**config.mk**
```make
export PLATFORM = sky130hd
export DESIGN_NAME = ipv4lpm_dp
export DESIGN_NICKNAME = d
export VERILOG_FILES = /design/src/design/ipv4lpm_pkg.sv /design/src/design/ipv4lpm_dp.sv
export SDC_FILE = /design/constraint.sdc
export NUM_CORES = 2
export LEC_CHECK = 0
export BUFFER_PORTS_ARGS = -buffer_cell sky130_fd_sc_hd__buf_2
export CORE_ASPECT_RATIO = 0.8
export CORE_UTILIZATION = 35
export CTS_CLUSTER_SIZE = 30
export DETAILED_ROUTE_END_ITERATION = 8
export PLACE_DENSITY_LB_ADDON = 0.1
export SKIP_LAST_GASP = 1
export SYNTH_ARGS = -nofsm -noshare
export SYNTH_HDL_FRONTEND = slang
export SYNTH_MEMORY_MAX_BITS = 65536
export SYNTH_SLANG_ARGS = --single-unit
```
**constraint.sdc**
```tcl
create_clock -name clk_i -period 10.27 [get_ports clk_i]
set_clock_uncertainty 0.2 [all_clocks]
set_input_delay 1.027 -clock clk_i [delete_from_list [all_inputs] [get_ports clk_i]]
set_output_delay 1.027 -clock clk_i [all_outputs]
set_load 0.01 [all_outputs]
```
**src/design/ipv4lpm_pkg.sv**
```systemverilog
// ipv4lpm_pkg: shared types, codes and helpers of the ipv4 lpm forwarder
// no dependencies
`default_nettype none

package ipv4lpm_pkg;

  localparam int unsigned AddrW      = 32;
  localparam int unsigned LenW       = 6;
  localparam int unsigned SumW       = 21;
  localparam int unsigned WordIdxW   = 4;
  localparam int unsigned MaxWords   = 15;
  localparam int unsigned TtlWord    = 2;
  localparam int unsigned DestWord   = 4;
  localparam int unsigned MaxLen     = 32;

  typedef enum logic [1:0] {
    CMD_CLEAR = 2'd0,
    CMD_ADD   = 2'd1,
    CMD_HDR   = 2'd2
  } ipv4lpm_cmd_e;

  typedef enum logic [2:0] {
    OUT_LOCAL   = 3'd0,
    OUT_TTL_EXP = 3'd1,
    OUT_NOROUTE = 3'd2,
    OUT_FWD     = 3'd3,
    OUT_ADDED   = 3'd4,
    OUT_FULL    = 3'd5,
    OUT_CLEARED = 3'd6
  } ipv4lpm_outcome_e;

  typedef enum logic [1:0] {
    ST_IDLE,
    ST_SCAN,
    ST_DRAIN,
    ST_FINISH
  } ipv4lpm_state_e;

  typedef struct packed {
    logic [1:0]        cmd;
    logic [AddrW-1:0]  route_prefix;
    logic [LenW-1:0]   prefix_length;
    logic [AddrW-1:0]  next_hop;
    logic [AddrW-1:0]  header_word;
    logic              last_word;
  } ipv4lpm_in_t;

  typedef struct packed {
    ipv4lpm_outcome_e  outcome;
    logic [AddrW-1:0]  forward_address;
    logic [7:0]        new_ttl;
    logic [15:0]       new_checksum;
  } ipv4lpm_out_t;

  typedef struct packed {
    logic [AddrW-1:0]  prefix;
    logic [LenW-1:0]   len;
    logic [AddrW-1:0]  hop;
  } ipv4lpm_entry_t;

  // controller to datapath
  typedef struct packed {
    logic              accept;
    logic              imm_load;
    ipv4lpm_outcome_e  imm_outcome;
    logic              scan_start;
    logic              scan_run;
    logic              fwd_load;
  } ipv4lpm_ctrl_t;

  // datapath to controller
  typedef struct packed {
    logic out_busy;
    logic local_hit;
    logic ttl_zero;
    logic table_empty;
    logic table_full;
    logic scan_end;
  } ipv4lpm_stat_t;

  function automatic logic [AddrW-1:0] prefix_mask(input logic [LenW-1:0] len);
    logic [AddrW-1:0] m;
    m = '0;
    if (len != '0) begin
      m = {AddrW{1'b1}} << (LenW'(MaxLen) - len);
    end
    return m;
  endfunction

endpackage

`default_nettype wire

```
**src/design/ipv4lpm_dp.sv**
```systemverilog
// ipv4lpm_dp: route memory, header accumulation, prefix scan and result register
// depends on ipv4lpm_pkg
`default_nettype none

module ipv4lpm_dp import ipv4lpm_pkg::*; #(
  parameter int unsigned TABLE_DEPTH = 64
) (
  input  wire logic          clk_i,
  input  wire logic          rst_ni,
  input  wire ipv4lpm_in_t   in_data_i,
  input  wire logic          cfg_valid_i,
  input  wire logic [31:0]   cfg_data_i,
  input  wire logic          out_ready_i,
  output logic               out_valid_o,
  output ipv4lpm_out_t       out_data_o,
  input  wire ipv4lpm_ctrl_t ctrl_i,
  output ipv4lpm_stat_t      stat_o
);

  localparam int unsigned IdxW = (TABLE_DEPTH > 1) ? $clog2(TABLE_DEPTH) : 1;
  localparam int unsigned CntW = $clog2(TABLE_DEPTH + 1);

  // configuration
  logic [AddrW-1:0] local_addr_q;

  always_ff @(posedge clk_i or negedge rst_ni) begin
    if (!rst_ni) begin
      local_addr_q <= '0;
    end else if (cfg_valid_i) begin
      local_addr_q <= cfg_data_i;
    end
  end

  // header accumulation
  logic [WordIdxW-1:0] word_idx_q, word_idx_d;
  logic [SumW-1:0]     run_sum_q, run_sum_d;
  logic [7:0]          held_ttl_q, held_ttl_d;
  logic [AddrW-1:0]    held_dest_q, held_dest_d;
  logic                hdr_xfer;

  assign hdr_xfer = ctrl_i.accept && (in_data_i.cmd == CMD_HDR);

  always_comb begin
    word_idx_d  = word_idx_q;
    run_sum_d   = run_sum_q;
    held_ttl_d  = held_ttl_q;
    held_dest_d = held_dest_q;
    if (word_idx_q < WordIdxW'(MaxWords)) begin
      run_sum_d = run_sum_q + SumW'(in_data_i.header_word[31:16]);
      if (word_idx_q != WordIdxW'(TtlWord)) begin
        run_sum_d = run_sum_d + SumW'(in_data_i.header_word[15:0]);
      end else begin
        held_ttl_d = in_data_i.header_word[31:24];
      end
      if (word_idx_q == WordIdxW'(DestWord)) begin
        held_dest_d = in_data_i.header_word;
      end
      word_idx_d = word_idx_q + WordIdxW'(1);
    end
  end

  always_ff @(posedge clk_i or negedge rst_ni) begin
    if (!rst_ni) begin
      word_idx_q  <= '0;
      run_sum_q   <= '0;
      held_ttl_q  <= '0;
      held_dest_q <= '0;
    end else if (hdr_xfer) begin
      if (in_data_i.last_word) begin
        word_idx_q  <= '0;
        run_sum_q   <= '0;
        held_ttl_q  <= '0;
        held_dest_q <= '0;
      end else begin
        word_idx_q  <= word_idx_d;
        run_sum_q   <= run_sum_d;
        held_ttl_q  <= held_ttl_d;
        held_dest_q <= held_dest_d;
      end
    end
  end

  // route table
  ipv4lpm_entry_t mem_q [TABLE_DEPTH];
  ipv4lpm_entry_t new_entry;
  ipv4lpm_entry_t rdata_q;
  logic [CntW-1:0] count_q;
  logic [IdxW-1:0] rd_idx_q;
  logic [LenW-1:0] add_len;
  logic            table_full;

  assign table_full = (count_q == CntW'(TABLE_DEPTH));
  assign add_len    = (in_data_i.prefix_length > LenW'(MaxLen)) ? LenW'(MaxLen)
                                                                : in_data_i.prefix_length;
  assign new_entry  = '{prefix: in_data_i.route_prefix & prefix_mask(add_len),
                        len:    add_len,
                        hop:    in_data_i.next_hop};

  always_ff @(posedge clk_i or negedge rst_ni) begin
    if (!rst_ni) begin
      count_q <= '0;
    end else if (ctrl_i.accept) begin
      if (in_data_i.cmd == CMD_CLEAR) begin
        count_q <= '0;
      end else if (in_data_i.cmd == CMD_ADD && !table_full) begin
        count_q <= count_q + CntW'(1);
      end
    end
  end

  always_ff @(posedge clk_i) begin
    if (ctrl_i.accept && in_data_i.cmd == CMD_ADD && !table_full) begin
      mem_q[count_q[IdxW-1:0]] <= new_entry;
    end
    rdata_q <= mem_q[rd_idx_q];
  end

  // scan
  logic [AddrW-1:0] s_dest_q;
  logic [7:0]       s_ttl_q;
  logic [SumW-1:0]  s_sum_q;
  logic [SumW-1:0]  sum_dec;
  logic [16:0]      fold1_q;
  logic [16:0]      fold2;
  logic             cmp_valid_q;
  logic [LenW-1:0]  best_len_q;
  logic [AddrW-1:0] best_hop_q;
  logic             hit;

  assign hit = cmp_valid_q && (rdata_q.len > best_len_q) &&
               ((s_dest_q & prefix_mask(rdata_q.len)) == rdata_q.prefix);

  always_ff @(posedge clk_i or negedge rst_ni) begin
    if (!rst_ni) begin
      rd_idx_q    <= '0;
      cmp_valid_q <= 1'b0;
    end else begin
      cmp_valid_q <= ctrl_i.scan_run;
      if (ctrl_i.scan_start) begin
        rd_idx_q <= '0;
      end else if (ctrl_i.scan_run) begin
        rd_idx_q <= rd_idx_q + IdxW'(1);
      end
    end
  end

  // ttl nonzero on a scan, so its halfword drops by one without borrow
  assign sum_dec = s_sum_q - SumW'(16'h0100);
  assign fold2   = 17'(fold1_q[16]) + {1'b0, fold1_q[15:0]};

  always_ff @(posedge clk_i) begin
    if (ctrl_i.scan_start) begin
      s_dest_q   <= held_dest_d;
      s_ttl_q    <= held_ttl_d;
      s_sum_q    <= run_sum_d;
      best_len_q <= '0;
    end else if (hit) begin
      best_len_q <= rdata_q.len;
      best_hop_q <= rdata_q.hop;
    end
    fold1_q <= 17'(sum_dec[SumW-1:16]) + 17'(sum_dec[15:0]);
  end

  // result register
  logic         out_valid_q;
  ipv4lpm_out_t out_q;

  always_ff @(posedge clk_i or negedge rst_ni) begin
    if (!rst_ni) begin
      out_valid_q <= 1'b0;
    end else if (ctrl_i.imm_load || ctrl_i.fwd_load) begin
      out_valid_q <= 1'b1;
    end else if (out_ready_i) begin
      out_valid_q <= 1'b0;
    end
  end

  always_ff @(posedge clk_i) begin
    if (ctrl_i.imm_load) begin
      out_q <= '{outcome: ctrl_i.imm_outcome, forward_address: '0,
                 new_ttl: '0, new_checksum: '0};
    end else if (ctrl_i.fwd_load) begin
      if (best_len_q == '0) begin
        out_q <= '{outcome: OUT_NOROUTE, forward_address: '0,
                   new_ttl: '0, new_checksum: '0};
      end else begin
        out_q <= '{outcome: OUT_FWD, forward_address: best_hop_q,
                   new_ttl: s_ttl_q - 8'd1, new_checksum: ~fold2[15:0]};
      end
    end
  end

  assign out_valid_o = out_valid_q;
  assign out_data_o  = out_q;

  assign stat_o.out_busy    = out_valid_q && !out_ready_i;
  assign stat_o.local_hit   = (held_dest_d == local_addr_q);
  assign stat_o.ttl_zero    = (held_ttl_d == 8'd0);
  assign stat_o.table_empty = (count_q == '0);
  assign stat_o.table_full  = table_full;
  assign stat_o.scan_end    = (CntW'(rd_idx_q) == count_q - CntW'(1));

endmodule

`default_nettype wire

```
# Yosys cells after proc, flatten, opt, wreduce, memory -nomap -nowiden
# Memory sizes are Yosys's and may differ from the RTL's. A register that Yosys moved wholly into a read port is not among the register bits.
# Cells that the tools add are included.
# word_totals
register_bits	287
mem_bits_rw	4480
word_cells	98
memories	1
# memory_table
memory	words	word_bits	read_ports	rd_ports_with_merged_regs	write_ports	line_no	text
mem_q	64	70	1	1	1	ipv4lpm_dp.sv:84	ipv4lpm_entry_t mem_q [TABLE_DEPTH];
# op_classes
add_sub_neg	12
magnitude_cmp	3
n_eq_ne	8
shifts	2
mux	25
n_bitwise	4
reduce_logical	24
# ops
op	n
$mux W32	5
$mux W59	2
$and A32 B32 Y32	2
$eq A32 B32 Y1	2
$shl A32 B6 Y32 const A	2
$mux W21	3
$mux W57	1
$add A21 B16 Y21	2
$mux W8	3
$sub A21 B9 Y21 const B	1
$mux W6	3
$add A5 B16 Y17	1
$add A1 B16 Y16	1
$not A16 Y16	1
$mux W7	2
$reduce_bool A6 Y1	2
$sub A6 B6 Y6 const A	2
$reduce_bool A2 Y1	5
$logic_not A8 Y1	1
$mux W4	2
$sub A8 B1 Y8 const B	1
$add A7 B1 Y7 const B	1
$eq A6 B7 Y1	1
$eq A7 B7 Y1 const B	1
19 further kinds	31

# Depth between registers and ports, before layout
# logic_depth
ltp_word	7
ltp_mapped	18

# Worst setup path after synthesis
# Ideal clock, no wire load.
# synth_timing
path_kind	input -> register
start	input port in_data_i[70] in the netlist's numbering
end	memory mem_q[0][39] in the netlist's numbering (data pin)
setup_ns	0.916
t_arrival_ns	7.114
required_time_ns	9.154
slack_ns	2.041
path_stages	4
path_buffers	0
path_cell_list	nor2b_1 -> xnor2_1 -> nand2_1 -> nor4b_1
# synth_rtl
element	line_no	text
from (decl)	ipv4lpm_dp.sv:10	input wire ipv4lpm_in_t in_data_i,
to (decl)	ipv4lpm_dp.sv:84	

# Worst setup path in the final report
# layout_timing
start	register, netlist name rdata_q[32]
end	register best_hop_q[19], enable pin
# layout_via
elab_chain_cells	7
# layout_lines
element	line_no	text
$sub A6 B6 Y6	ipv4lpm_pkg.sv:85	m = {AddrW{1'b1}} << (LenW'(MaxLen) - len);
$shl A32 B6 Y32	ipv4lpm_pkg.sv:85	
$mux W32	ipv4lpm_pkg.sv:84	if (len != '0) begin
$and A32 B32 Y32	ipv4lpm_dp.sv:131	((s_dest_q & prefix_mask(rdata_q.len)) == rdata_q.prefix);
$eq A32 B32 Y1	ipv4lpm_dp.sv:131	
$logic_and A1 B1 Y1 (*)	ipv4lpm_dp.sv:130	assign hit = cmp_valid_q && (rdata_q.len > best_len_q) &&
$reduce_and A2 Y1 (no line) (*)	n/a	
to (signal assigned)	ipv4lpm_dp.sv:159	best_hop_q <= rdata_q.hop;
to (decl)	ipv4lpm_dp.sv:127	logic [AddrW-1:0] best_hop_q;
# Every way passes the cells marked *; elsewhere a longest branch is shown, timed or not.
# A chain may end at the register's enable or synchronous reset.

==> parameters.txt <==
Parameter                              Value

Run status
  Run status    complete, but fails checks
  Failing checks    DRC

Detailed routing
  Overall routed net length    ~590,000 um
  DRT met1 WL    268,100 um
  Met3 wirelength from detailed routing    32,460 um
  Count of vias placed by the detailed router    90,390
  Top layer used by detailed routing    met5
  Routed Antenna Nets    0
  Post-DR vias/cell    5.584
  Number of detailed-routing iterations run before antenna repair    9
  Number of DRC markers in iteration 0    10,880
  Routed length per placed instance    36.31 um
  Drc violations    57
  Met2 Wirelength    276,500 um

Floorplan
  Number of core rows    ~240
  Vertical extent of the die    654.4 um
  X dimension of the die    ~820 um
  Standard cell core area    between 500,000 and 600,000 um2
  Initial core utilization    between 30% and 40%
  Die footprint    535,000 um2
  I/O pin count    215

Power and ir drop
  Post-layout power    about 45 mW
  Worst ir drop on vdd    about 0.21 mV
  Cell Pwr Density    207.7 nW/um2
  Static leakage    66.62 nW

Global route
  Number of antenna violations at the first check in global routing    55
  Wire length of the first global-routing pass    802,100 um
  GRT Total Usage    between 20% and 30%
  Pin count of the biggest net entering global routing    131
  Remaining global-route overflow    0
  Vias in the first global route    92,350

Logic synthesis
  Unique masters post-synth    82
  Avg Cell Area, Syn    23.26 um2
  Main combinational cell family by area after synthesis    multiplexers
  XOR/XNOR Fraction of Synth Area    less than 1%
  Post-synth EDFFs    4,576
  Summed instance area of the synthesized netlist    186,200 um2
  Number of synthesized register bits    approximately 4,800
  Top flip-flop cell by instance count after synthesis    edfxtp_1
  Synthesized-area fraction occupied by and/or/nand/nor cells    1.402%
  Post-synthesis share of cell area spent on full adders, half adders and majority gates    0.4555%
  Gate count after technology mapping    ~8,000
  Share of synthesized flip-flops with an asynchronous set or reset    ~2.3%
  Proportion of synthesized area in mux cells    18.22%
  Sequential share of the synthesized area    between 70% and 80%
  Post-Syn Nets    8,223
  Area fraction in compound gates after synthesis    under 10%
  Synth warnings    0

Place
  Place WS    4.116 ns
  HPWL Detailed    318,100 um
  Gpl congestion    approximately 0.8
  Placed instance area    197,700 um2
  PortBufs    roughly 210

Layout
  FILL cells    approximately 46,000
  Ratio of cells with drive above 1 in the final layout    a little under a third
  Post-route design area    214,700 um2
  Total Nets Final    8,864
  Post-Route Utilization    roughly two fifths
  Area overhead of the layout relative to synthesis    15.30%

Timing
  Peak Freq    158.5 MHz
  Setup-violating endpoint count in the final report    0
  Number of max-slew violations in the final report    0
  Shortest period the worst path allows    6.311 ns
  Actual transition at the worst max-transition pin    1.386 ns
  Final cycle utilization of the critical path    between 60% and 70%
  Relative slew margins    7.592%
  Final worst-path setup slack    3.959 ns
  RSZ-0062 raised after global routing    false
  Final setup TNS    0 ns
  Final-report hold violation count    0

Critical path
  Maximum fanout along the worst path    31
  Kind of capture point of the worst setup path    flip-flop
  Critical Path Source Type    flip-flop
  CP Data Required Time    between 10 and 15 ns
  Critical Path AT    6.77 ns
  Worst Setup Path Type    reg -> reg

Clock tree
  Post-CTS setup buffers    0
  Total clock buffers created by CTS    518
  Resized Gates After CTS    0
  Source-to-sink clock delay at the later pin of the worst-skew pair    1.06 ns
  Clock tree from TritonCTS    built
  Clk buf depth    4
  Root Buffer    clkbuf_16
  Total number of H-tree levels    6
  Number of sinks driven by the clock tree    4,837
  Clock-pin slew on the worst setup and hold paths    ~0.060 ns

Hold path
  Worst min-delay path class    in -> reg

Run
  Reported max-cap violation count    0
[through the flow]
stage          cells  hold slack (ns)
3_5_place_dp   15200           0.1887
6_report       16190           0.1042
2_1_floorplan   8008           0.1855
4_1_cts        16180         0.005463
5_1_grt        16180          0.05930
3_3_place_gp   15200           0.1914
[logic make-up (layout without fill, tap and decap cells)]
family	Yosys count	after routing
buffers and inverters	498	1557
AO/OA/AOI/OAI	387	387
multiplexers	1548	1548
adder cells (fa/ha/maj)	66	66
AND/OR/NAND/NOR	535	535
other	0	10
XOR/XNOR	137	137
flip-flops	4837	4837
[per-layer routing]
| metal | vias up | global-route usage (%) |
|---|---|---|
| li1 | 35530 | - |
| met5 | - | 0 |
| met4 | 8 | 3.864 |
| met2 | 3072 | 34.54 |
| met1 | 51130 | 32.29 |
| met3 | 652 | 2.896 |
[cells in the final DEF (no fill, tap or decap), types with 32 or more instances in the layout]
master,netlist,final
buf_2,4,212
clkbuf_16,0,537
a21oi_1,71,66
edfxtp_1,4576,4576
nor2_4,0,72
dlygate4sd3_1,0,36
dfrtp_1,112,106
ha_1,63,63
clkinv_2,0,82
mux2_2,33,33
clkinv_1,0,93
dfxtp_1,149,149
nand2_1,147,147
xnor2_1,93,93
nor2_1,157,85
nor3_1,32,32
buf_4,1,243
o21ai_0,122,122
xor2_1,44,44
inv_1,100,98
a22o_1,47,47
mux4_2,1470,1470
mux2i_1,44,44
nand3_1,33,32
clkbuf_1,323,125
[critical path: stages (launching register included)]
cell,delay [ns]
dfxtp_1,0.58
inv_1,0.14
ha_1,0.29
inv_1,0.09
ha_1,0.42
nor4b_1,0.26
o31ai_1,0.32
o211ai_1,0.15
or4_1,0.54
or4_4,0.57
nor2_1,0.13
nand3_1,0.15
nor4_2,1.02
buf_4,0.89
[worst paths after layout]
kind                                start                to  slack [ns]  depth (start not counted)
setup / recovery              rdata_q[32]    best_hop_q[19]        3.96                         13
hold / removal             cfg_data_i[30]  local_addr_q[30]        0.10                          2
setup reg to reg              rdata_q[32]    best_hop_q[19]        3.96                         13
hold reg to reg               rdata_q[25]    best_hop_q[25]        0.20                          0
max in group asynchronous          rst_ni       rd_idx_q[1]        7.89                          3
min in group asynchronous          rst_ni   local_addr_q[3]        0.45                          2
[flip-flops by register name, summed over array words and instances (netlist names)]
signal / flops
out_data_o: 59
count_q: 7
held_ttl_q: 8
s_dest_q: 32
local_addr_q: 32
mem_q: 4480
held_dest_q: 32
rd_idx_q: 6
s_sum_q: 21
cmp_valid_q: 1
rdata_q: 70
run_sum_q: 21
best_len_q: 6
out_valid_o: 1
best_hop_q: 32
s_ttl_q: 8
word_idx_q: 4
fold1_q: 17
[synth_stat cells (5+ instances only)]
cell type / instances / share of area (%)
nor3_1: 32 / 0.086
or3_1: 8 / 0.027
clkbuf_1: 323 / 0.65
nand2b_1: 22 / 0.074
xnor2_1: 93 / 0.44
o211ai_1: 13 / 0.052
inv_1: 100 / 0.20
nand2_1: 147 / 0.30
edfxtp_1: 4576 / 74
xor2_1: 44 / 0.21
a21boi_0: 6 / 0.024
o21bai_1: 7 / 0.028
a22o_1: 47 / 0.22
o22ai_1: 10 / 0.034
and3_1: 21 / 0.071
dfxtp_1: 149 / 1.6
nor2_1: 157 / 0.32
a21o_1: 18 / 0.073
a21oi_1: 71 / 0.19
mux2i_1: 44 / 0.24
mux4_2: 1470 / 18
nand4_1: 28 / 0.094
nand3_1: 33 / 0.089
nor4_1: 20 / 0.067
dfrtp_1: 112 / 1.5
a22oi_1: 7 / 0.028
o21ai_0: 122 / 0.33
and2_1: 10 / 0.034
nand3b_1: 5 / 0.020
buf_1: 67 / 0.14
nor2b_1: 17 / 0.057
o32ai_1: 6 / 0.028
mux2_2: 33 / 0.20
o31ai_1: 11 / 0.044
ha_1: 63 / 0.42
a211oi_1: 11 / 0.044
nor4b_1: 7 / 0.033
a31oi_1: 9 / 0.030
[layout make-up]
cell class | count | area (um2) | area share [%]
repair buffers | 519 | 3806 | 1.773
well taps | 7109 | 8895 | 4.142
clock buffers | 687 | 14250 | 6.637
diodes | 10 | 25.02 | 0.01165
multi-input cells | 2673 | 41810 | 19.47
flip-flops and latches | 4837 | 143200 | 66.70
inverters | 100 | 375.4 | 0.1748
clock inverters | 251 | 2347 | 1.093
[power by group]
part | internal (mW) | total (mW) | switching (mW) | leakage, nW
Combinational | 1.64 | 3.92 | 2.28 | 14.3
Clock | 10.6 | 18.5 | 7.93 | 8.12
Sequential | 22.0 | 22.2 | 0.243 | 44.2
[timing repair]
item                                   CTS  global route
endpoints found under the hold margin   96             0
setup endpoints to repair                0             0
hold buffers                            36             0
(Power assumes the default switching activity.)
