$ cat src/design/ipv4lpm_pkg.sv
// ipv4lpm_pkg: shared types, codes and helpers of the ipv4 lpm forwarder
// no dependencies
`default_nettype none

package ipv4lpm_pkg;

  localparam int unsigned AddrW      = 32;
  localparam int unsigned LenW       = 6;
  localparam int unsigned SumW       = 21;
  localparam int unsigned WordIdxW   = 4;
  localparam int unsigned MaxWords   = 15;
  localparam int unsigned TtlWord    = 2;
  localparam int unsigned DestWord   = 4;
  localparam int unsigned MaxLen     = 32;

  typedef enum logic [1:0] {
    CMD_CLEAR = 2'd0,
    CMD_ADD   = 2'd1,
    CMD_HDR   = 2'd2
  } ipv4lpm_cmd_e;

  typedef enum logic [2:0] {
    OUT_LOCAL   = 3'd0,
    OUT_TTL_EXP = 3'd1,
    OUT_NOROUTE = 3'd2,
    OUT_FWD     = 3'd3,
    OUT_ADDED   = 3'd4,
    OUT_FULL    = 3'd5,
    OUT_CLEARED = 3'd6
  } ipv4lpm_outcome_e;

  typedef enum logic [1:0] {
    ST_IDLE,
    ST_SCAN,
    ST_DRAIN,
    ST_FINISH
  } ipv4lpm_state_e;

  typedef struct packed {
    logic [1:0]        cmd;
    logic [AddrW-1:0]  route_prefix;
    logic [LenW-1:0]   prefix_length;
    logic [AddrW-1:0]  next_hop;
    logic [AddrW-1:0]  header_word;
    logic              last_word;
  } ipv4lpm_in_t;

  typedef struct packed {
    ipv4lpm_outcome_e  outcome;
    logic [AddrW-1:0]  forward_address;
    logic [7:0]        new_ttl;
    logic [15:0]       new_checksum;
  } ipv4lpm_out_t;

  typedef struct packed {
    logic [AddrW-1:0]  prefix;
    logic [LenW-1:0]   len;
    logic [AddrW-1:0]  hop;
  } ipv4lpm_entry_t;

  // controller to datapath
  typedef struct packed {
    logic              accept;
    logic              imm_load;
    ipv4lpm_outcome_e  imm_outcome;
    logic              scan_start;
    logic              scan_run;
    logic              fwd_load;
  } ipv4lpm_ctrl_t;

  // datapath to controller
  typedef struct packed {
    logic out_busy;
    logic local_hit;
    logic ttl_zero;
    logic table_empty;
    logic table_full;
    logic scan_end;
  } ipv4lpm_stat_t;

  function automatic logic [AddrW-1:0] prefix_mask(input logic [LenW-1:0] len);
    logic [AddrW-1:0] m;
    m = '0;
    if (len != '0) begin
      m = {AddrW{1'b1}} << (LenW'(MaxLen) - len);
    end
    return m;
  endfunction

endpackage

`default_nettype wire

$ cat src/design/ipv4lpm_ctrl.sv
// ipv4lpm_ctrl: sequencing state machine of the ipv4 lpm forwarder
// depends on ipv4lpm_pkg
`default_nettype none

module ipv4lpm_ctrl import ipv4lpm_pkg::*; (
  input  wire logic          clk_i,
  input  wire logic          rst_ni,
  input  wire logic          in_valid_i,
  input  wire logic [1:0]    in_cmd_i,
  input  wire logic          in_last_i,
  output logic               in_ready_o,
  input  wire ipv4lpm_stat_t stat_i,
  output ipv4lpm_ctrl_t      ctrl_o
);

  ipv4lpm_state_e state_q, state_d;

  always_ff @(posedge clk_i or negedge rst_ni) begin
    if (!rst_ni) begin
      state_q <= ST_IDLE;
    end else begin
      state_q <= state_d;
    end
  end

  always_comb begin
    state_d            = state_q;
    in_ready_o         = 1'b0;
    ctrl_o             = '0;
    ctrl_o.imm_outcome = OUT_LOCAL;
    unique case (state_q)
      ST_IDLE: begin
        in_ready_o    = !stat_i.out_busy;
        ctrl_o.accept = in_valid_i && in_ready_o;
        if (ctrl_o.accept) begin
          priority if (in_cmd_i == CMD_CLEAR) begin
            ctrl_o.imm_load    = 1'b1;
            ctrl_o.imm_outcome = OUT_CLEARED;
          end else if (in_cmd_i == CMD_ADD) begin
            ctrl_o.imm_load    = 1'b1;
            ctrl_o.imm_outcome = stat_i.table_full ? OUT_FULL : OUT_ADDED;
          end else if (in_cmd_i == CMD_HDR && in_last_i) begin
            priority if (stat_i.local_hit) begin
              ctrl_o.imm_load    = 1'b1;
              ctrl_o.imm_outcome = OUT_LOCAL;
            end else if (stat_i.ttl_zero) begin
              ctrl_o.imm_load    = 1'b1;
              ctrl_o.imm_outcome = OUT_TTL_EXP;
            end else if (stat_i.table_empty) begin
              ctrl_o.imm_load    = 1'b1;
              ctrl_o.imm_outcome = OUT_NOROUTE;
            end else begin
              ctrl_o.scan_start = 1'b1;
              state_d           = ST_SCAN;
            end
          end else begin
            ctrl_o.imm_load = 1'b0;
          end
        end
      end
      ST_SCAN: begin
        ctrl_o.scan_run = 1'b1;
        if (stat_i.scan_end) begin
          state_d = ST_DRAIN;
        end
      end
      ST_DRAIN: begin
        state_d = ST_FINISH;
      end
      ST_FINISH: begin
        if (!stat_i.out_busy) begin
          ctrl_o.fwd_load = 1'b1;
          state_d         = ST_IDLE;
        end
      end
      default: begin
        state_d = ST_IDLE;
      end
    endcase
  end

endmodule

`default_nettype wire

$ cat config.mk
export PLATFORM = sky130hd
export DESIGN_NAME = ipv4lpm_ctrl
export DESIGN_NICKNAME = d
export VERILOG_FILES = /design/src/design/ipv4lpm_pkg.sv /design/src/design/ipv4lpm_ctrl.sv
export SDC_FILE = /design/constraint.sdc
export NUM_CORES = 1
export LEC_CHECK = 0
export ABC_AREA = 0
export BUFFER_PORTS_ARGS = -buffer_cell sky130_fd_sc_hd__buf_4
export CORE_AREA = 8 8 45 47
export DETAILED_ROUTE_END_ITERATION = 10
export DIE_AREA = 0 0 53 55
export HOLD_SLACK_MARGIN = 0.08
export PLACE_DENSITY = 0.58
export SYNTH_ARGS = -nofsm -noshare
export SYNTH_HDL_FRONTEND = slang
export SYNTH_SLANG_ARGS = --single-unit
$ cat constraint.sdc
create_clock -name clk_i -period 1.78 [get_ports clk_i]
set_input_delay 0.445 -clock clk_i [delete_from_list [all_inputs] [get_ports clk_i]]
set_output_delay 0.445 -clock clk_i [all_outputs]
set_load 0.1 [all_outputs]
# Yosys cells after proc, flatten, opt, wreduce, memory -nomap -nowiden
# Index checks and enable logic that the tools add are counted.
# Widths: inputs -> output; s select.
# word_totals
ff_bits,2
in_bits,12
out_inout_bits,9
elab_cells,50
# op_classes
eq_ne,14
muxes,29
n_reduce_logical,6
# ops
op,n
$mux 4,6
$mux 2,9
$ne 2x2->1 const B,9
$mux 1,11
$reduce_and 9->1,1
$pmux 2 s4,1
$eq 2x2->1 const B,3
$mux 6,1
$mux 5,1
$eq 2x1->1 const B,2
$logic_not 2->1,2
$logic_and 1x1->1,2
$logic_not 1->1,1

# Logic depth before layout (Yosys ltp)
# Gate-level depths: netlist of run 1.
# depth
word_depth,8
ltp_mapped,5
ltp_nobuf,5

# Worst setup path after synthesis of run 1
# Ideal clock, no wire load.
# synth_timing
kind,register to output
start,register state_q[0]
end,output port ctrl_o[4] (netlist name)
arrival_ps,3054
required_time_ps,1335
setup_slack_ps,-1719
path_stages_with_launch,5
path_buffers,0
cell_sequence,dfrtp_1 -> inv_1 -> ha_1 -> nand2_1 -> a211oi_1
# synth_rtl
element,line,source
"start, declared",ipv4lpm_ctrl.sv:16,"ipv4lpm_state_e state_q, state_d;"
"start signal, assigned",ipv4lpm_ctrl.sv:22,state_q <= state_d;
"end, declared",ipv4lpm_ctrl.sv:13,output ipv4lpm_ctrl_t ctrl_o

==> impl_results.md, run 1 <==
* CTS tree: built
* Area Overhead vs Synth at 176.5%
* Clock Skews at 0.001286 ns
* Gpl congestion at 0.7352
* Worst Reg-to-Reg Cells at 6
* Relative slew slack at 0.8143
* Area contributors post-synth: ha_1 (23%), dfrtp_1 (18%), nor2b_1 (9.0%)
* Required @ worst endpoint at 1.33 ns
* Max rail drop VDD at 0.0007081 V
* HP Class: in -> async
* RSZ-0062 raised after global routing: true
* Fin area at 764.5 um^2
* Yosys top cell area share at 0.2262
* CTS clk-pin slew, worst paths at 0.03 ns
* Launch point of the worst reg-to-reg path: state_q[0]
* Post-route setup TNS at -0.01821 ns
* Site Rows at 14
* Crit end category: output port
* Vias in the first global route at 368
* Final net count at 91
* Antenna diode count at 0
* Clk_lat worst skew at 0.22 ns
* H-tree Lvls at 1
* Max reg flops at 2
* Largest regs: state_q (2)
* Via Count at 379
* Post-synthesis sequential area ratio at 0.1810
* Avg WL per Cell at 12.52 um
* Largest net degree at the start of global routing at 8
* Post-DRT Antenna Nets at 0
* Crit Reg-Reg Endpoint: state_q[1]
* Status: finished, violations left
* Sink Count at 2
* Worst hold slack at 0.5481 ns
* Final wirelength at 1102 um
* Core footprint at 1384 um^2
* Period utilisation layout at 1.010
* Tot GR Track Use at 0.07428
* Port Buf Inserts at 20
* Leak at 0.3445 nW
* GR Overflow Total at 0
* Worst Path Arrival at 1.35 ns
* Mapped Avg Cell Area at 8.379 um^2
* Mapped cell area at 276.5 um^2
* Slew Limit Fails at 0
* Critical path startpoint category: register
* Power density over the cells at 1385 nW/um^2
* Area leader, netlist: ha_1
* Root buf cell: clkbuf_4
* Clock Path Buffers at 2
* Yosys reg bits at 2
* Proportion of layout cells with a drive suffix above 1 at 0.7639
* Residual DRC at 0
* Final setup vio count at 1
* Initial DRC Count at 1
* Failing checks: negative setup slack
* DP HPWL at 827.2 um
* Die X at 53 um
* Initial Util at 0.1998
* Class of the most critical setup path: reg -> out
* Syn nets at 50
* Full die area at 2915 um^2
* Die Y at 55 um
* Max Cap Viol at 0
* Via/cell ratio at 4.307
* Post-layout min period at 1.798 ns
* Post-DP Area at 576.8 um^2
* Yosys cell types at 18
* Reg2Reg Setup Slack at 0.07 ns
* Iteration count of the initial detailed-routing pass at 2
* Largest fanout on the critical path at 6
* First-pass GRT wire length at 1545 um
* Worst Max-Slew Pin Slew at 0.2809 ns
* PnR worst setup slack at -0.01821 ns
* Highest Clock Rate at 556.1 MHz
* Post-Syn Instances at 33
* Largest register by flop count: state_q
* DP Worst Slack at -0.02889 ns
* Final Hold Vio Count at 0
* # IOs at 21
* Clock buffer count from CTS at 3
* Initial antenna violation count at 0
* Warnings from Yosys at 0
==> worst max-delay path: stages (launching register included) <==
cell and delay [ns]:
dfrtp_1 0.38, inv_2 0.08, ha_4 0.17, nand2_8 0.08, a211oi_4 0.21, buf_12 0.21
==> worst max-delay path by stage <==
stage / startpoint / end / slack (ns) / cells past startpoint
2_1_floorplan: state_q[1] / state_q[1] / -0.29 / 5
3_3_place_gp: stat_i[3] / ctrl_o[4] / -0.02 / 5
3_5_place_dp: in_cmd_i[0] / ctrl_o[2] / -0.03 / 6
4_1_cts: state_q[1] / ctrl_o[4] / -0.09 / 5
5_1_grt: state_q[1] / ctrl_o[4] / -0.08 / 5
6_report: state_q[0] / ctrl_o[4] / -0.02 / 5
==> repair_timing <==
action                                  CTS  global route
buffers inserted                          3             3
endpoints found under the setup margin    7             8
hold endpoints to repair                  2             0
pin swaps                                 2             3
hold buffers                              1             0
gates resized for setup                  14            12
==> cells in the final DEF (no fill, tap or decap), drive strengths merged <==
cell type    count
nand2b           1
a221o            1
nand3b           1
nor2b            4
ha               5
and2b            1
nand4b           1
mux2i            1
nand4            1
buf             35
nand2            1
nor2             4
a211oi           1
nand3            2
nor3             1
mux2             1
dfrtp            2
dlygate4sd3      1
a21oi            2
inv              3
clkbuf           3
==> synthesized netlist by cell type <==
cell      instances
nand3b_1          1
nor3_2            1
mux2_4            1
a211oi_1          1
nand4_1           1
nor2_1            4
nor2b_1           4
mux2i_1           1
nand2b_1          1
and2b_1           1
nand3_1           2
a221o_1           1
nand2_1           1
a21oi_1           2
inv_1             3
nand4b_1          1
dfrtp_1           2
ha_1              5
==> through the flow <==
stage / std cells / power (mW) / utilization
finish: 88 / 1.059 / 0.5524
global route: 88 / 1.125 / 0.5524
CTS: 85 / 1.003 / 0.4982
detailed placement: 78 / 0.7735 / 0.4168
global placement: 78 / 0.7706 / 0.4168
floorplan: 33 / 0.5752 / -
==> layout make-up <==
cell class	instances	area, um^2
well taps	16	20.02
inverters	3	11.26
multi-input cells	28	315.3
repair buffers	36	345.3
clock buffers	3	22.52
fillers	125	619.3
flip-flops and latches	2	50.05
==> metal layers <==
layer,global-route usage,share of wire,vias up
met3,0.02674,0.12,2
li1,-,-,194
met2,0.1211,0.51,16
met1,0.06980,0.35,167
met5,0,0,-
met4,0.07759,0.018,0
==> cells by family (layout without fill, tap and decap cells) <==
group / Yosys count / after routing / synth area share
flops: 2 / 2 / 0.1810
compound gates: 4 / 4 / 0.09956
buf+inv: 3 / 42 / 0.04072
simple gates: 17 / 17 / 0.3620
fa+ha+maj: 5 / 5 / 0.2262
mux: 2 / 2 / 0.09048
==> power breakdown <==
part | total [mW] | internal [mW] | leakage [nW] | switching (mW)
registers | 0.0882 | 0.0725 | 0.0235 | 0.0157
logic | 0.874 | 0.399 | 0.307 | 0.475
clock network | 0.0967 | 0.0740 | 0.0138 | 0.0227
total | 1.06 | 0.546 | 0.345 | 0.513
(Power assumes the default switching activity.)
==> run 2, diff against run 1 <==
Settings changed: CORE_AREA 8 8 45 47 to 2 2 39 41, CTS_BUF_LIST from default to sky130_fd_sc_hd__clkbuf_4, DIE_AREA 0 0 53 55 to 0 0 41 43.
==> run 2 against run 1 <==
The run now ends clean. Routed wire length fell by 24%. Core utilization shrank 4.5 points. First-iteration DRC count rose to 3.0 times the previous value. Clock skew increased by 0.00066 ns. Design area down 8.2%. Largest cell class is now multi-input combinational cells. Largest power group unchanged.
==> impl_results.md, run 2 (synthesis results as in run 1) <==
* Leak at 0.3165 nW (-8.1%)
* Site Rows at 14 (unchanged)
* Largest regs: state_q (2)
* Final wirelength at 841 um (-24%)
* DP HPWL at 683.6 um (-17%)
* Max reg flops at 2 (unchanged)
* Worst Path Arrival at 1.33 ns (-0.02 ns)
* Initial DRC Count at 3 (+2)
* H-tree Lvls at 1 (unchanged)
* Core footprint at 1384 um^2 (unchanged)
* Period utilisation layout at 0.9999 (-0.01035)
* DP Cell Count at 77 (-1.3%)
* GR Overflow Total at 0 (unchanged)
* Required @ worst endpoint at 1.33 ns (about the same)
* Via/cell ratio at 4.289 (-0.41%)
* Antenna diode count at 0 (unchanged)
* Die Y at 43 um (-22%)
* First-pass GRT wire length at 1262 um (-18%)
* Avg WL per Cell at 10.13 um (-19%)
* # IOs at 21 (unchanged)
* Vias in the first global route at 325 (-12%)
* Power density over the cells at 1370 nW/um^2 (-1.1%)
* Slew Limit Fails at 0 (unchanged)
* Most common cell after layout, fill and taps aside: buf_4
* Status: complete, no violations
* Die X at 41 um (-23%)
* Post-layout min period at 1.780 ns (-0.01842 ns)
* Area Overhead vs Synth at 153.8%
* Class of the most critical setup path: reg -> out
* Reg2Reg Setup Slack at 0.22 ns (+0.15 ns)
* Root buf cell: clkbuf_4
* Worst Max-Slew Pin Slew at 0.2824 ns (+0.001471 ns)
* Clock Path Buffers at 2 (unchanged)
* Max Cap Viol at 0 (unchanged)
* Gpl congestion at 0.6768 (-7.9%)
* Largest net degree at the start of global routing at 8 (unchanged)
* Tot GR Track Use at 0.1093 (+0.03505)
* Final setup vio count at 0 (-1)
* PnR worst setup slack at 0.0002105 ns (+0.01842 ns)
* Sink Count at 2 (unchanged)
* Largest fanout on the critical path at 6 (unchanged)
* Initial antenna violation count at 0 (unchanged)
* Highest Clock Rate at 561.9 MHz (+1.0%)
* Full die area at 1763 um^2 (-40%)
* Clock Skews at 0.001941 ns (+0.0006554 ns)
* Max rail drop VDD at 0.0006639 V (-6.3%)
* Port Buf Inserts at 20 (unchanged)
* Post-DRT Antenna Nets at 0 (unchanged)
* Post-DP Area at 569.3 um^2 (-1.3%)
* Proportion of layout cells with a drive suffix above 1 at 0.7313 (-0.03255)
* Final net count at 86 (-5.5%)
* Largest register by flop count: state_q
* Fillers at 133 (+6.4%)
* Most frequent cells in the layout: buf_4 (22), ha_1 (4), buf_6 (4)
* Clock buffer count from CTS at 3 (unchanged)
* Critical path startpoint category: register
* Iteration count of the initial detailed-routing pass at 3 (+1)
* Residual DRC at 0 (unchanged)
* CTS tree: built
* Total power at 0.9619 mW (-9.2%)
* Relative slew slack at 0.8133 (-0.0009730)
* DP Worst Slack at -0.03513 ns (-0.006247 ns)
* Final Hold Vio Count at 0 (unchanged)
* Initial Util at 0.1998 (unchanged)
* Cell Count, Final, Fillers Out at 83 (-5.7%)
* Fin area at 701.9 um^2 (-8.2%)
* HP Class: in -> async
* Crit end category: output port
* Clk_lat worst skew at 0.22 ns (about the same)
* RSZ-0062 raised after global routing: true
* Via Count at 356 (-6.1%)
* Core Util, Final at 0.5072 (-0.04521)
* CTS clk-pin slew, worst paths at 0.03 ns (about the same)
run 2: cell count changes in the layout (fill, tap and decap cells not counted):
| cell | change |
|---|---|
| buf_4 | -4 |
| ha_4 | -1 |
| buf_12 | -1 |
| ha_1 | +1 |
run 2: layout make-up:
class | count | area (um^2) | share of cell area
Clock buffer | 3 | 22.52 | 0.03209
Multi-Input combinational cell | 28 | 302.8 | 0.4314
Inverter | 3 | 11.26 | 0.01604
Sequential cell | 2 | 50.05 | 0.07130
Tap cell | 16 | 20.02 | 0.02852
Timing Repair Buffer | 31 | 295.3 | 0.4207
run 2: power by group:
group          internal [mW]  switching (mW)  total [mW]  leakage [nW]
Sequential            0.0725          0.0151      0.0876        0.0235
Clock                 0.0740          0.0223      0.0963        0.0138
Combinational          0.333           0.445       0.778         0.279
run 2: critical path, stage by stage, from the launching register on:
cell and delay (ns):
dfrtp_1 0.37, inv_2 0.08, ha_4 0.17, nand2_8 0.08, a211oi_4 0.20, buf_12 0.21
run 2: what timing repair did:
item / CTS / global route
endpoints found under the setup margin: 7 / 8
endpoints found under the hold margin: 2 / 0
resized for setup: 10 / 11
buffers inserted: 1 / 1
hold buffers: 1 / 0
pin swaps: 2 / 3
run 2: worst paths after layout:
kind                       startpoint    endpoint  cells after the start
min                            rst_ni  state_q[1]                      2
max reg2reg                state_q[1]  state_q[1]                      6
min reg2reg                state_q[1]  state_q[1]                      2
max                        state_q[0]   ctrl_o[4]                      5
min in group clk_i         state_q[1]  state_q[1]                      2
max in group asynchronous      rst_ni  state_q[0]                      2
run 2: metrics by stage:
step	hold WS (ns)	TNS (ns)
6_report	0.5498	0
5_1_grt	0.5523	-0.09203
4_1_cts	0.5412	-0.08347
3_5_place_dp	0.2308	-0.1104
3_3_place_gp	0.2282	-0.1072
2_1_floorplan	0.1494	-1.619
run 2: layer usage:
metal / vias to the layer above / track usage / routed length (um)
li1: 183 / - / -
met1: 156 / 0.1090 / 319
met2: 15 / 0.1688 / 446
met3: 2 / 0.03141 / 62
met4: 0 / 0.1000 / 12
met5: - / 0 / 0
==> run 3, diff against run 2 <==
Settings changed: CELL_PAD_IN_SITES_DETAIL_PLACEMENT from default to 1, CELL_PAD_IN_SITES_GLOBAL_PLACEMENT from default to 2, CORE_AREA 2 2 39 41 to 2 2 42 44, DIE_AREA 0 0 41 43 to 0 0 44 46, PLACE_DENSITY 0.58 to 0.83.
==> run 3 against run 2 <==
The run now ends with negative setup slack left. Flip-flop and latch count did not move. First-iteration DRC count fell by 100%. Register-to-register slack got worse by 0.14 ns. Sequential share of layout area fell by 0.46 points. Routed wire length rose by 28%. Via count rose by 5.9%.
==> impl_results.md, run 3 (synthesis results as in run 1) <==
* Final Hold Vio Count at 0 (unchanged)
* Required @ worst endpoint at 1.33 ns (about the same)
* First-pass GRT wire length at 1773 um (+40%)
* Largest regs: state_q (2)
* DP HPWL at 821.3 um (+20%)
* Reg2Reg Setup Slack at 0.08 ns (-0.14 ns)
* Max Cap Viol at 0 (unchanged)
* H-tree Lvls at 1 (unchanged)
* RSZ-0062 raised after global routing: true
* CTS clk-pin slew, worst paths at 0.03 ns (about the same)
* Leak at 0.3283 nW (+3.7%)
* Highest Clock Rate at 550.7 MHz (-2.0%)
* Initial antenna violation count at 0 (unchanged)
* Critical path startpoint category: register
* Die Y at 46 um (+7.0%)
* Fin area at 750.7 um^2 (+7.0%)
* Iteration count of the initial detailed-routing pass at 1 (-2)
* GR Overflow Total at 0 (unchanged)
* Worst Max-Slew Pin Slew at 0.2648 ns (-0.01757 ns)
* Failing checks: negative setup slack
* Port Buf Inserts at 20 (unchanged)
* Post-DP Area at 570.5 um^2 (+0.22%)
* Power density over the cells at 1447 nW/um^2 (+5.6%)
* # IOs at 21 (unchanged)
* Max reg flops at 2 (unchanged)
* Die X at 44 um (+7.3%)
* PnR worst setup slack at -0.03598 ns (-0.03619 ns)
* Tot GR Track Use at 0.1222 (+0.01290)
* Seq. cell area at 50.05 um^2 (unchanged)
* Site Rows at 15 (+1)
* Class of the most critical setup path: reg -> out
* Worst Path Arrival at 1.37 ns (+0.04 ns)
* Antenna diode count at 0 (unchanged)
* Status: finished, violations left
* Crit end category: output port
* Initial Util at 0.1713 (-0.02850)
* Largest net degree at the start of global routing at 8 (unchanged)
* Fillers at 183 (+38%)
* Clock Path Buffers at 2 (unchanged)
* Worst hold slack at 0.5483 ns (-0.001496 ns)
* Full die area at 2024 um^2 (+15%)
* Largest register by flop count: state_q
* Multi-input gate area in the final layout at 304.0 um^2 (+0.41%)
* Via Count at 377 (+5.9%)
* Post-layout min period at 1.816 ns (+0.03619 ns)
* Gpl congestion at 0.7833 (+16%)
* Residual DRC at 0 (unchanged)
* Avg WL per Cell at 12.66 um (+25%)
* HP Class: in -> async
* Post-DRT Antenna Nets at 0 (unchanged)
* Final net count at 87 (+1.2%)
* Final wirelength at 1076 um (+28%)
* Largest fanout on the critical path at 6 (unchanged)
* Core footprint at 1614 um^2 (+17%)
* Via/cell ratio at 4.435 (+3.4%)
* Crit Reg-Reg Endpoint: state_q[0]
* Max rail drop VDD at 0.0004944 V (-26%)
* Area Overhead vs Synth at 171.5%
* Clock buffer count from CTS at 3 (unchanged)
* Final setup vio count at 1 (+1)
* Initial DRC Count at 0 (-3)
* Worst Reg-to-Reg Cells at 8 (+2)
* Vias in the first global route at 406 (+25%)
* Period utilisation layout at 1.020 (+0.02033)
* Clock Skews at 0.0008932 ns (-0.001048 ns)
* Most frequent cells in the layout: buf_4 (21), buf_12 (7), ha_1 (3), clkbuf_4 (3), buf_6 (3)
* Relative slew slack at 0.8227 (+0.009369)
* Launch point of the worst reg-to-reg path: state_q[1]
* Clk_lat worst skew at 0.22 ns (about the same)
* CTS tree: built
* Sink Count at 2 (unchanged)
* Slew Limit Fails at 0 (unchanged)
* Most common cell after layout, fill and taps aside: buf_4
* Root buf cell: clkbuf_4
* Proportion of layout cells with a drive suffix above 1 at 0.7500 (+0.01866)
-- run 3: cell count changes in the layout (fill, tap and decap cells not counted) --
cell / change
mux2i_2: +1
buf_4: -1
ha_2: +1
buf_12: +4
buf_8: -1
ha_1: -1
mux2i_1: -1
nand3_2: -1
nand3_1: +1
buf_6: -1
-- run 3: worst max-delay path by stage --
stage | from | end | slack (ns)
after floorplan | state_q[1] | state_q[1] | -0.29
after detailed placement | in_cmd_i[0] | ctrl_o[3] | -0.06
after global routing | state_q[0] | ctrl_o[4] | -0.10
after CTS | state_q[0] | ctrl_o[4] | -0.09
final | state_q[0] | ctrl_o[4] | -0.04
after global placement | in_cmd_i[0] | ctrl_o[3] | -0.03
-- run 3: cell type report --
| class | instances | share of cell area |
|---|---|---|
| timing repair buffer | 32 | 0.4550 |
| multi-input combinational | 28 | 0.4050 |
| sequential | 2 | 0.06667 |
| clock buffer | 3 | 0.03000 |
| tap | 17 | 0.02833 |
| inverter | 3 | 0.01500 |
-- run 3: report_power, final --
| part | internal (mW) | leakage [nW] | switching [mW] | total [mW] |
|---|---|---|---|---|
| clock | 0.0742 | 0.0138 | 0.0249 | 0.0991 |
| combinational | 0.416 | 0.291 | 0.482 | 0.897 |
| sequential | 0.0725 | 0.0235 | 0.0176 | 0.0902 |
| total | 0.562 | 0.328 | 0.524 | 1.09 |
-- run 3: stage by stage --
step	power [mW]	worst slack [ns]	util	cells	setup TNS, ns
finish	1.087	-0.03598	0.4651	85	-0.03598
global route	1.173	-0.1047	0.4651	85	-0.2555
floorplan	0.5752	-0.2947	-	33	-1.619
CTS	0.9928	-0.09178	0.4186	85	-0.09178
global placement	0.7611	-0.03423	0.3535	78	-0.05598
detailed placement	0.7782	-0.05555	0.3535	78	-0.09324
-- run 3: metal layers --
layer,part of all wire,routed length (um),global-route usage
met4,0.018,19,0.07273
met2,0.58,629,0.2059
met5,0,0,0
met3,0.068,73,0.02381
met1,0.33,353,0.1429
-- run 3: timing repair --
action	in CTS	in global routing
hold endpoints to repair	2	0
resized for setup	12	19
setup endpoints to repair	7	10
setup buffers	3	0
pin swaps	2	3
hold buffers	1	0
-- run 3: worst max-delay path: stages (launching register included) --
cell,delay (ns)
dfrtp_1,0.39
inv_2,0.08
ha_4,0.17
nand2_8,0.08
a211oi_4,0.21
buf_12,0.21
